<file path="src/rtl/mcg_pkg.sv">
// Shared types and codes for the midpoint circle cell generator.
package mcg_pkg;

   // Request kinds carried in req_tuser
   localparam logic FUNC_START = 1'b0;
   localparam logic FUNC_TICK  = 1'b1;

   // Mirror image that closes one walk point
   localparam logic [2:0] MIRROR_LAST = 3'd7;

   // Status that travels with each computed cell
   typedef struct packed {
      logic cell_valid;
      logic last;
      logic done_res;
   } rsp_flags_type;

endpackage

</file>
<file path="src/rtl/mcg_walk.sv">
// Circle walk state and the single-pass next-cell logic.
module mcg_walk #(
   parameter int COORD_BITS = 16,
   parameter int COUNT_BITS = 18
) (
   input  logic                         clock,
   input  logic                         reset,
   input  logic                         item_fire,
   input  logic                         func,
   input  logic signed [COORD_BITS-1:0] center_x,
   input  logic signed [COORD_BITS-1:0] center_y,
   input  logic signed [COORD_BITS-1:0] radius,
   input  logic        [COUNT_BITS-1:0] cell_limit,
   output logic signed [COORD_BITS:0]   cell_x_in,
   output logic signed [COORD_BITS:0]   cell_y_in,
   output mcg_pkg::rsp_flags_type       flags_in
);

   localparam int DEC_BITS = COORD_BITS + 4;

   logic signed [COORD_BITS-1:0] center_x_ff, center_x_in;
   logic signed [COORD_BITS-1:0] center_y_ff, center_y_in;
   logic signed [COORD_BITS-1:0] walk_x_ff, walk_x_in;
   logic signed [COORD_BITS-1:0] walk_y_ff, walk_y_in;
   logic signed [DEC_BITS-1:0]   decision_ff, decision_in;
   logic        [2:0]            mirror_ff, mirror_in;
   logic        [COUNT_BITS-1:0] count_ff, count_in;
   logic        [COUNT_BITS-1:0] limit_ff, limit_in;
   logic                         active_ff, active_in;

   logic signed [COORD_BITS-1:0] sel_a, sel_b;
   logic signed [COORD_BITS:0]   off_a, off_b;
   logic signed [COORD_BITS-1:0] walk_x_step, walk_y_step;
   logic signed [COORD_BITS:0]   walk_diff;
   logic signed [DEC_BITS-1:0]   decision_inc, decision_dec;
   logic        [COUNT_BITS-1:0] count_step;
   logic                         last_cell;

   // Pick and mirror the current octant point
   always_comb begin
      sel_a = mirror_ff[2] ? walk_y_ff : walk_x_ff;
      sel_b = mirror_ff[2] ? walk_x_ff : walk_y_ff;
      off_a = {sel_a[COORD_BITS-1], sel_a};
      off_b = {sel_b[COORD_BITS-1], sel_b};
      if (mirror_ff[0]) begin
         off_a = -off_a;
      end
      if (mirror_ff[1]) begin
         off_b = -off_b;
      end
   end

   // Advance the walk point and the decision value
   assign walk_y_step  = walk_y_ff + COORD_BITS'(1);
   assign walk_x_step  = walk_x_ff - COORD_BITS'(1);
   assign walk_diff    = {walk_y_step[COORD_BITS-1], walk_y_step}
                       - {walk_x_step[COORD_BITS-1], walk_x_step};
   assign decision_inc = decision_ff
                       + {{3{walk_y_step[COORD_BITS-1]}}, walk_y_step, 1'b0}
                       + DEC_BITS'(1);
   assign decision_dec = decision_ff
                       + {{2{walk_diff[COORD_BITS]}}, walk_diff, 1'b0}
                       + DEC_BITS'(1);
   assign count_step   = count_ff + COUNT_BITS'(1);

   // Next state and the result of this item
   always_comb begin
      center_x_in = center_x_ff;
      center_y_in = center_y_ff;
      walk_x_in   = walk_x_ff;
      walk_y_in   = walk_y_ff;
      decision_in = decision_ff;
      mirror_in   = mirror_ff;
      count_in    = count_ff;
      limit_in    = limit_ff;
      active_in   = active_ff;
      last_cell   = 1'b0;
      cell_x_in   = '0;
      cell_y_in   = '0;
      flags_in.cell_valid = 1'b0;
      if (func == mcg_pkg::FUNC_START) begin
         center_x_in = center_x;
         center_y_in = center_y;
         limit_in    = cell_limit;
         walk_x_in   = radius;
         walk_y_in   = '0;
         decision_in = DEC_BITS'(1) - {{4{radius[COORD_BITS-1]}}, radius};
         mirror_in   = '0;
         count_in    = '0;
         active_in   = !radius[COORD_BITS-1] && (cell_limit != '0);
      end else if (active_ff) begin
         cell_x_in = {center_x_ff[COORD_BITS-1], center_x_ff} + off_a;
         cell_y_in = {center_y_ff[COORD_BITS-1], center_y_ff} + off_b;
         flags_in.cell_valid = 1'b1;
         count_in = count_step;
         if (mirror_ff == mcg_pkg::MIRROR_LAST) begin
            mirror_in = '0;
            walk_y_in = walk_y_step;
            if (decision_ff[DEC_BITS-1]) begin
               decision_in = decision_inc;
               last_cell   = walk_x_ff < walk_y_step;
            end else begin
               walk_x_in   = walk_x_step;
               decision_in = decision_dec;
               last_cell   = walk_x_step < walk_y_step;
            end
         end else begin
            mirror_in = mirror_ff + 3'd1;
         end
         if (count_step == limit_ff) begin
            last_cell = 1'b1;
         end
         if (last_cell) begin
            active_in = 1'b0;
         end
      end
      flags_in.last     = last_cell;
      flags_in.done_res = !active_in;
   end

   // Hold walk state; update on each accepted item
   always_ff @(posedge clock) begin
      if (reset) begin
         center_x_ff <= '0;
         center_y_ff <= '0;
         walk_x_ff   <= '0;
         walk_y_ff   <= '0;
         decision_ff <= '0;
         mirror_ff   <= '0;
         count_ff    <= '0;
         limit_ff    <= '0;
         active_ff   <= 1'b0;
      end else if (item_fire) begin
         center_x_ff <= center_x_in;
         center_y_ff <= center_y_in;
         walk_x_ff   <= walk_x_in;
         walk_y_ff   <= walk_y_in;
         decision_ff <= decision_in;
         mirror_ff   <= mirror_in;
         count_ff    <= count_in;
         limit_ff    <= limit_in;
         active_ff   <= active_in;
      end
   end

endmodule

</file>
<file path="src/rtl/mcg_rsp_reg.sv">
// Result register that holds one item toward the result channel.
module mcg_rsp_reg #(
   parameter int COORD_BITS = 16,
   parameter int DATA_W     = 40
) (
   input  logic                       clock,
   input  logic                       reset,
   input  logic                       load,
   input  logic signed [COORD_BITS:0] cell_x_in,
   input  logic signed [COORD_BITS:0] cell_y_in,
   input  mcg_pkg::rsp_flags_type     flags_in,
   output logic                       take_ok,
   output logic                       rsp_tvalid,
   input  logic                       rsp_tready,
   output logic [DATA_W-1:0]          rsp_tdata,
   output logic                       rsp_tuser,
   output logic                       rsp_tlast
);

   logic                       valid_ff;
   logic signed [COORD_BITS:0] cell_x_ff;
   logic signed [COORD_BITS:0] cell_y_ff;
   mcg_pkg::rsp_flags_type     flags_ff;

   // Room for a new item when empty or when the held item leaves now
   assign take_ok = !valid_ff || rsp_tready;

   // Hold valid until taken
   always_ff @(posedge clock) begin
      if (reset) begin
         valid_ff <= 1'b0;
      end else if (take_ok) begin
         valid_ff <= load;
      end
   end

   // Capture payload
   always_ff @(posedge clock) begin
      if (load && take_ok) begin
         cell_x_ff <= cell_x_in;
         cell_y_ff <= cell_y_in;
         flags_ff  <= flags_in;
      end
   end

   assign rsp_tvalid = valid_ff;
   assign rsp_tdata  = DATA_W'({flags_ff.done_res, cell_y_ff, cell_x_ff});
   assign rsp_tuser  = flags_ff.cell_valid;
   assign rsp_tlast  = flags_ff.last;

endmodule

</file>
<file path="src/rtl/midpoint_circle_cell_generator.sv">
// Top level of the midpoint circle outline cell generator.
//
//  channel  direction  tdata (low bit up)                          tuser       tlast
//  req      in         center_x, center_y, radius, cell_limit      func        -
//  rsp      out        cell_x, cell_y, done_res                    cell_valid  last
//
// The walk state and the next cell of an item are computed in one pass and written
// to the result register on the accepting edge, so one item a clock is sustained
// while rsp_tready stays high.
// Reset clears the walk state to idle and empties the result register.
// A stalled result holds its register; req_tready drops until it is taken.
module midpoint_circle_cell_generator #(
   parameter int COORD_BITS = 16,
   parameter int COUNT_BITS = 18
) (
   input  logic                  clock,
   input  logic                  reset,
   input  logic                  req_tvalid,
   output logic                  req_tready,
   // center_x, center_y, radius, cell_limit, zero fill
   input  logic [((3*COORD_BITS+COUNT_BITS+7)/8)*8-1:0] req_tdata,
   // func
   input  logic                  req_tuser,
   output logic                  rsp_tvalid,
   input  logic                  rsp_tready,
   // cell_x, cell_y, done_res, zero fill
   output logic [((2*COORD_BITS+3+7)/8)*8-1:0] rsp_tdata,
   // cell_valid
   output logic                  rsp_tuser,
   output logic                  rsp_tlast
);

   localparam int RSP_DATA_W = ((2*COORD_BITS+3+7)/8)*8;

   logic                         item_fire;
   logic                         take_ok;
   logic signed [COORD_BITS:0]   cell_x_in;
   logic signed [COORD_BITS:0]   cell_y_in;
   mcg_pkg::rsp_flags_type       flags_in;

   assign req_tready = take_ok;
   assign item_fire  = req_tvalid && take_ok;

   // Walk state and cell computation
   mcg_walk #(
      .COORD_BITS (COORD_BITS),
      .COUNT_BITS (COUNT_BITS)
   ) u_walk (
      .clock      (clock),
      .reset      (reset),
      .item_fire  (item_fire),
      .func       (req_tuser),
      .center_x   (req_tdata[COORD_BITS-1:0]),
      .center_y   (req_tdata[2*COORD_BITS-1:COORD_BITS]),
      .radius     (req_tdata[3*COORD_BITS-1:2*COORD_BITS]),
      .cell_limit (req_tdata[3*COORD_BITS+COUNT_BITS-1:3*COORD_BITS]),
      .cell_x_in  (cell_x_in),
      .cell_y_in  (cell_y_in),
      .flags_in   (flags_in)
   );

   // Result register
   mcg_rsp_reg #(
      .COORD_BITS (COORD_BITS),
      .DATA_W     (RSP_DATA_W)
   ) u_rsp_reg (
      .clock      (clock),
      .reset      (reset),
      .load       (item_fire),
      .cell_x_in  (cell_x_in),
      .cell_y_in  (cell_y_in),
      .flags_in   (flags_in),
      .take_ok    (take_ok),
      .rsp_tvalid (rsp_tvalid),
      .rsp_tready (rsp_tready),
      .rsp_tdata  (rsp_tdata),
      .rsp_tuser  (rsp_tuser),
      .rsp_tlast  (rsp_tlast)
   );

`ifndef NO_ASSERTIONS
   // A last cell is always a real cell and leaves the generator idle
   a_last_is_cell: assert property (@(posedge clock) disable iff (reset)
      rsp_tvalid && rsp_tlast |-> rsp_tuser && rsp_tdata[2*COORD_BITS+2])
      else $error("last item without a cell or without idle status");

   // An item without a cell carries zero coordinates
   a_empty_zero: assert property (@(posedge clock) disable iff (reset)
      rsp_tvalid && !rsp_tuser |-> rsp_tdata[2*COORD_BITS+1:0] == '0)
      else $error("empty item carries coordinates");

   // An accepted item shows up as a result in the next cycle
   a_item_lands: assert property (@(posedge clock) disable iff (reset)
      req_tvalid && req_tready |=> rsp_tvalid)
      else $error("accepted item produced no result");

   // Nothing is offered right after reset
   a_reset_empty: assert property (@(posedge clock)
      $past(reset) |-> !rsp_tvalid)
      else $error("result offered after reset");
`endif

endmodule
</file>
<file path="config.mk">
export PLATFORM = sky130hd
export DESIGN_NAME = midpoint_circle_cell_generator
export DESIGN_NICKNAME = d
export VERILOG_FILES = /design/src/rtl/mcg_pkg.sv /design/src/rtl/mcg_walk.sv /design/src/rtl/mcg_rsp_reg.sv /design/src/rtl/midpoint_circle_cell_generator.sv
export SDC_FILE = /design/constraint.sdc
export NUM_CORES = 1
export LEC_CHECK = 0
export BUFFER_PORTS_ARGS = -buffer_cell sky130_fd_sc_hd__buf_2
export CAP_MARGIN = 25
export CORE_MARGIN = 3
export CORE_UTILIZATION = 38
export CTS_CLUSTER_SIZE = 12
export DETAILED_ROUTE_END_ITERATION = 12
export PLACE_DENSITY = 0.59
export SLEW_MARGIN = 20
export SYNTH_ARGS = -nofsm -noshare
export SYNTH_HDL_FRONTEND = slang
export SYNTH_SLANG_ARGS = --single-unit
</file>
<file path="constraint.sdc">
create_clock -name clock -period 9.2 [get_ports clock]
set_input_delay 1.84 -clock clock [delete_from_list [all_inputs] [get_ports clock]]
set_output_delay 1.84 -clock clock [all_outputs]
set_load 0.01 [all_outputs]
</file>
; ---- After elaboration in Yosys (flattened, before gate mapping)
; Index checks and enable logic that the tools add are counted.
[totals]
ramBits = 0
romBits = 0
n_memories = 0
output_inout_bits = 44
in_bits = 77
regBits = 162
latch_bits = 0
[op_classes]
n_reduce_logical = 13
div = 0
n_mux = 29
n_eq_ne = 5
magnitude_cmp = 2
bitwise_logic = 1
n_shift = 0
add_sub_neg = 14
mul = 0
[ops]
columns = operator, count
row1 = $mux W16, 9
row2 = $mux W20, 4
row3 = $add A20 B1 Y20 const B, 2
row4 = $add A20 B20 Y20, 2
row5 = $mux W18, 2
row6 = $add A17 B17 Y17, 2
row7 = $mux W17, 2
row8 = $neg A16 Y17, 2
row9 = $lt A16 B16 Y1, 2
row10 = $add A18 B1 Y18 const B, 1
row11 = $eq A18 B18 Y1, 1
row12 = $reduce_bool A18 Y1, 1
row13 = $sub A16 B16 Y17, 1
row14 = $sub A2 B16 Y17 const A, 1
row15 = $add A16 B2 Y16 const B, 1
row16 = $sub A16 B2 Y16 const B, 1
row17 = $mux W1, 9
row18 = $mux W3, 3
row19 = $reduce_and A2 Y1, 3
row20 = $ne A2 B1 Y1 const B, 2
row21 = $reduce_and A4 Y1, 1
row22 = $add A3 B1 Y3 const B, 1
row23 = $eq A3 B3 Y1 const B, 1
row24 = $logic_and A1 B1 Y1, 3
row25 = other kinds (5), 7

; ---- Logic depth before layout (Yosys ltp)
[depth]
word_depth = 11
ltp_mapped = 24
depth_no_buf = 23

; ---- Modules after synthesis
; Synthesis repeated with hierarchy kept, for this count alone.
[hier_totals]
cells_unflattened = 1771
hier_area_um2 = 13631.8
[modules_own_cells]
columns = mod, cells_each, area_per_inst_um2, n_inst
row1 = mcg_walk, 1722, 12418.2, 1
row2 = mcg_rsp_reg, 48, 1207.4, 1
row3 = midpoint_circle_cell_generator, 1, 6.3, 1

; ---- Least setup slack after synthesis
; OpenSTA, ideal clock, no wires.
[synth_path]
path_kind = register -> register
start = reg u_walk.walk_x_ff[1]
end = reg u_walk.decision_ff[18]
arrival_ns = 4.546
synth_period_minus_slack_ns = 4.678
path_stages_with_launch = 24
setup_slack_ns = 4.522
setup_ns = 0.132
cell_sequence = dfxtp_1 -> inv_1 -> ha_1 -> ha_1 -> nor2b_1 -> o21ai_0 -> a22oi_1 -> o311a_1 -> o31ai_1 -> nor2_1 -> o21bai_1 -> xnor2_1 -> ha_1 -> a21o_1 -> a21o_1 -> a21oi_1 -> nand2_1 -> nand2_1 -> a31oi_1 -> o41ai_1 -> o21ai_0 -> xor2_1 -> a221oi_1 -> a21oi_1
[synth_between]
elab_chain_cells = 8
[synth_lines]
columns = element, line
row1 = from (decl), mcg_walk.sv:23  ; logic signed [COORD_BITS-1:0] walk_x_ff, walk_x_in;
row2 = from (signal assigned), mcg_walk.sv:136  ; walk_x_ff <= walk_x_in;
row3 = $sub A16 B2 Y16, mcg_walk.sv:55  ; assign walk_x_step = walk_x_ff - COORD_BITS'(1);
row4 = $sub A16 B16 Y17, mcg_walk.sv:57  ; - {walk_x_step[COORD_BITS-1], walk_x_step};
row5 = $add A20 B20 Y20, mcg_walk.sv:62  ; + {{2{walk_diff[COORD_BITS]}}, walk_diff, 1'b0}
row6 = $add A20 B1 Y20, mcg_walk.sv:63  ; + DEC_BITS'(1);
row7 = $mux W20, mcg_walk.sv:99  ; if (decision_ff[DEC_BITS-1]) begin
row8 = $mux W20, mcg_walk.sv:96  ; if (mirror_ff == mcg_pkg::MIRROR_LAST) begin
row9 = $mux W20, mcg_walk.sv:91  ; end else if (active_ff) begin
row10 = $mux W20, mcg_walk.sv:81  ; if (func == mcg_pkg::FUNC_START) begin
row11 = to (signal assigned), mcg_walk.sv:138  ; decision_ff <= decision_in;
row12 = to (decl), mcg_walk.sv:25  ; logic signed [DEC_BITS-1:0] decision_ff, decision_in;
; No other way between the ends. The select of a mux whose other input is x is not followed.
; A chain may end at the register's enable or synchronous reset.

; ---- Final worst setup path
[layout_path]
start = reg u_walk.walk_y_ff[0]
end = reg u_walk.decision_ff[18]
[layout_between]
elab_chain_cells = 8
elab_cells_between_ends = 10
classes_between = 6 x add/sub / 4 x mux
[layout_lines]
columns = element, line
row1 = from (decl), mcg_walk.sv:24  ; logic signed [COORD_BITS-1:0] walk_y_ff, walk_y_in;
row2 = from (signal assigned), mcg_walk.sv:137  ; walk_y_ff <= walk_y_in;
row3 = $add A16 B2 Y16 *, mcg_walk.sv:54  ; assign walk_y_step = walk_y_ff + COORD_BITS'(1);
row4 = $sub A16 B16 Y17, mcg_walk.sv:57
row5 = $add A20 B20 Y20, mcg_walk.sv:62
row6 = $add A20 B1 Y20, mcg_walk.sv:63
row7 = $mux W20 *, mcg_walk.sv:99
row8 = $mux W20 *, mcg_walk.sv:96
row9 = $mux W20 *, mcg_walk.sv:91
row10 = $mux W20 *, mcg_walk.sv:81
; Mark *: on every way between the ends. The rest lies on a longest branch, timed or not. The select of a mux whose other input is x is not followed.

==> flow_summary.json <==
{
  "status": "completed",
  "avgSynthCellArea_sq_um": 7.778,
  "initial_utilization_pct": 38.77,
  "row_count": 67,
  "cts.hold.buffers_added": 0,
  "coreArea_sq_um": 33780,
  "setup-violations-final": 0,
  "place_area_sq_um": 13930,
  "crit_arrival_ns": 5.83,
  "clockBufferDepth": 2,
  "maxSlewHeadroom_pct": 29.87,
  "cts_max_level": 4,
  "grt_overflow": 0,
  "floorplan.die_area_sq_um": 36730,
  "drc": 0,
  "rr_startpoint": "u_walk.walk_y_ff[0]",
  "synth_top_area_share_pct": 19.11,
  "critPathKind": "reg2reg",
  "synth_edf_count": 37,
  "finalSetupTns_ns": 0,
  "die_y_um": 191.7,
  "total_power_mw": 2.032,
  "ys_seq_elements": 162,
  "final_cell_mix": "nand2_1 (243), nor2_1 (169), a21oi_1 (167)",
  "antenna_left": 0,
  "maxCapViolCount": 0,
  "ys_types": 85,
  "tightest_slew_ns": 1.052,
  "antenna_found_initial": 1,
  "grt_start_max_net_pins": 75,
  "drt-initial-drc-count": 822,
  "synth_area_leaders": "dfxtp_1 (19%), ha_1 (9.6%), edfxtp_1 (8.5%)",
  "worstPathRequired_ns": 9.49,
  "cp_max_fo": 9,
  "synthCells": 1684,
  "die_w_um": 191.7,
  "avgViaCountPerCell": 5.381,
  "cts-root-buf": "clkbuf_16",
  "synth_ff_type": "dfxtp_1",
  "portBuffers": 109,
  "num_vias": 11820,
  "dr.pass1.iters": 6,
  "drv_slew": 0,
  "p_leak_nw": 5.799,
  "cts_resized": 0,
  "yosys_warnings": 0,
  "pin_count": 121,
  "timing.final.crit_share_pct": 60.23,
  "cts_tree": "done",
  "routabilityCongestion": 0.8751,
  "rsz0062_at_grt": "no",
  "fillers": 3399,
  "track_usage_pct": 19.81,
  "syn_to_final_growth_pct": 10.92,
  "fin_crit_ns": 5.541,
  "ir_worst_vdd_uv": 91.45,
  "hold_violations": 0,
  "ys_async_sr_fraction_pct": 0,
  "worstSetupEndpointType": "register",
  "startpoint_type": "register",
  "final_common_cell": "nand2_1",
  "synth-seq-area-share_pct": 27.59,
  "powerDensity_nw_per_um2": 139.9,
  "wl_per_cell_um": 16.46,
  "fin_area_sq_um": 14530,
  "syn_area_sq_um": 13100,
  "crit_start": "u_walk.walk_y_ff[0]",
  "cts_sinks": 162,
  "layout-drive-gt1-share_pct": 10.93,
  "clk_pin_slew_worst_paths_ns": 0.07,
  "post_cts_buffers": 0,
  "synth_area_leader_cell": "dfxtp_1",
  "clk_latency_ns": 0.44,
  "grt_pass1_vias": 11230,
  "grt_pass1_wl_mm": 58.48,
  "numCtsBuffers": 17,
  "num-nets-final": 1919,
  "hpwl_mm": 27.08,
  "timing.fmax_mhz": 180.5,
  "min_path_type": "reg2reg",
  "final.setup_skew_ns": 0.01853,
  "hold_start": "u_walk.center_x_ff[5]",
  "drt-total-wl_mm": 36.16
}
registers in the layout, summed over array words and instances (netlist names):
name	count
u_walk.limit_ff	18
u_walk.center_y_ff	16
u_walk.walk_y_ff	16
u_rsp_reg.cell_y_ff	17
u_walk.walk_x_ff	16
u_walk.decision_ff	20
u_rsp_reg.cell_x_ff	17
u_walk.active_ff	1
u_rsp_reg.rsp_tvalid	1
u_rsp_reg.rsp_tuser	1
u_walk.center_x_ff	16
u_walk.count_ff	18
u_rsp_reg.rsp_tlast	1
u_rsp_reg.rsp_tdata	1
u_walk.mirror_ff	3
synthesized netlist by cell type (20+ instances only):
| library cell | n |
|---|---|
| nor2_1 | 170 |
| a21oi_1 | 167 |
| clkbuf_1 | 65 |
| a22oi_1 | 20 |
| xor2_1 | 77 |
| mux2i_1 | 34 |
| o211ai_1 | 27 |
| xnor2_1 | 91 |
| ha_1 | 101 |
| inv_1 | 65 |
| nor3_1 | 60 |
| dfxtp_1 | 125 |
| o21ai_0 | 69 |
| edfxtp_1 | 37 |
| nand2_1 | 244 |
| nand3_1 | 33 |
cell families after synthesis:
logic type,synth area share [%]
DFF,27.59
buffers and inverters,5.034
and+or+nand+nor,22.17
adders and majority gates,10.65
AOI/OAI and AO/OA,19.68
xor gates and xnor gates,11.82
other,0.02863
muxes,3.028
layer usage:
layer  wire length, um  GRT usage, %
met5                 0             0
met1             17760         27.69
met4               649         5.137
met3              1516         2.154
met2             16240         32.66
path summary, 6_finish.rpt:
check	slack (ns)	cells after the start	to
worst max-delay path	3.66	22	u_walk.decision_ff[18]
worst min-delay path	0.46	2	u_walk.center_x_ff[5]
worst max register to register	3.66	22	u_walk.decision_ff[18]
worst min register to register	0.46	2	u_walk.center_x_ff[5]
layout make-up:
| type | count | area (sq um) | area share, % |
|---|---|---|---|
| inverters | 66 | 247.7 | 1.705 |
| diodes | 1 | 2.502 | 0.01723 |
| repair buffers | 123 | 653.1 | 4.496 |
| well taps | 448 | 560.5 | 3.858 |
| flip-flops and latches | 162 | 3615 | 24.88 |
| multi-input cells | 1366 | 8850 | 60.92 |
| clock inverters | 11 | 162.7 | 1.120 |
| clock buffers | 20 | 436.7 | 3.006 |
per-stage QoR:
step | setup slack (ns) | util [%] | hold slack (ns) | std cells
final | 3.659 | 43.00 | 0.4636 | 2197
after global routing | 3.095 | 43.00 | 0.4892 | 2197
after CTS | 3.693 | 42.99 | 0.4618 | 2196
after detailed placement | 3.708 | 41.22 | 0.4512 | 2165
after global placement | 3.823 | 41.22 | 0.4460 | 2165
after floorplan | 4.522 | - | 0.4406 | 1688
power by group:
group	internal (mW)	switching [mW]	total (mW)
Combinational	0.199	0.302	0.501
Clock	0.451	0.296	0.747
Sequential	0.755	0.0294	0.784
critical path: stages (launching register included):
cell,delay (ns)
dfxtp_1,0.53
ha_1,0.32
xor2_1,0.37
ha_1,0.35
o21ai_0,0.14
a22oi_1,0.15
o311a_1,0.40
o31ai_1,0.33
nor2_1,0.09
o21bai_1,0.18
xnor2_1,0.17
ha_1,0.33
a21o_1,0.20
a21o_1,0.17
a21oi_1,0.22
nand2_1,0.08
nand2_1,0.07
a31oi_1,0.06
o41ai_1,0.48
o21ai_0,0.22
xor2_1,0.17
a221oi_1,0.27
a21oi_1,0.10
(Power assumes the default switching activity.)
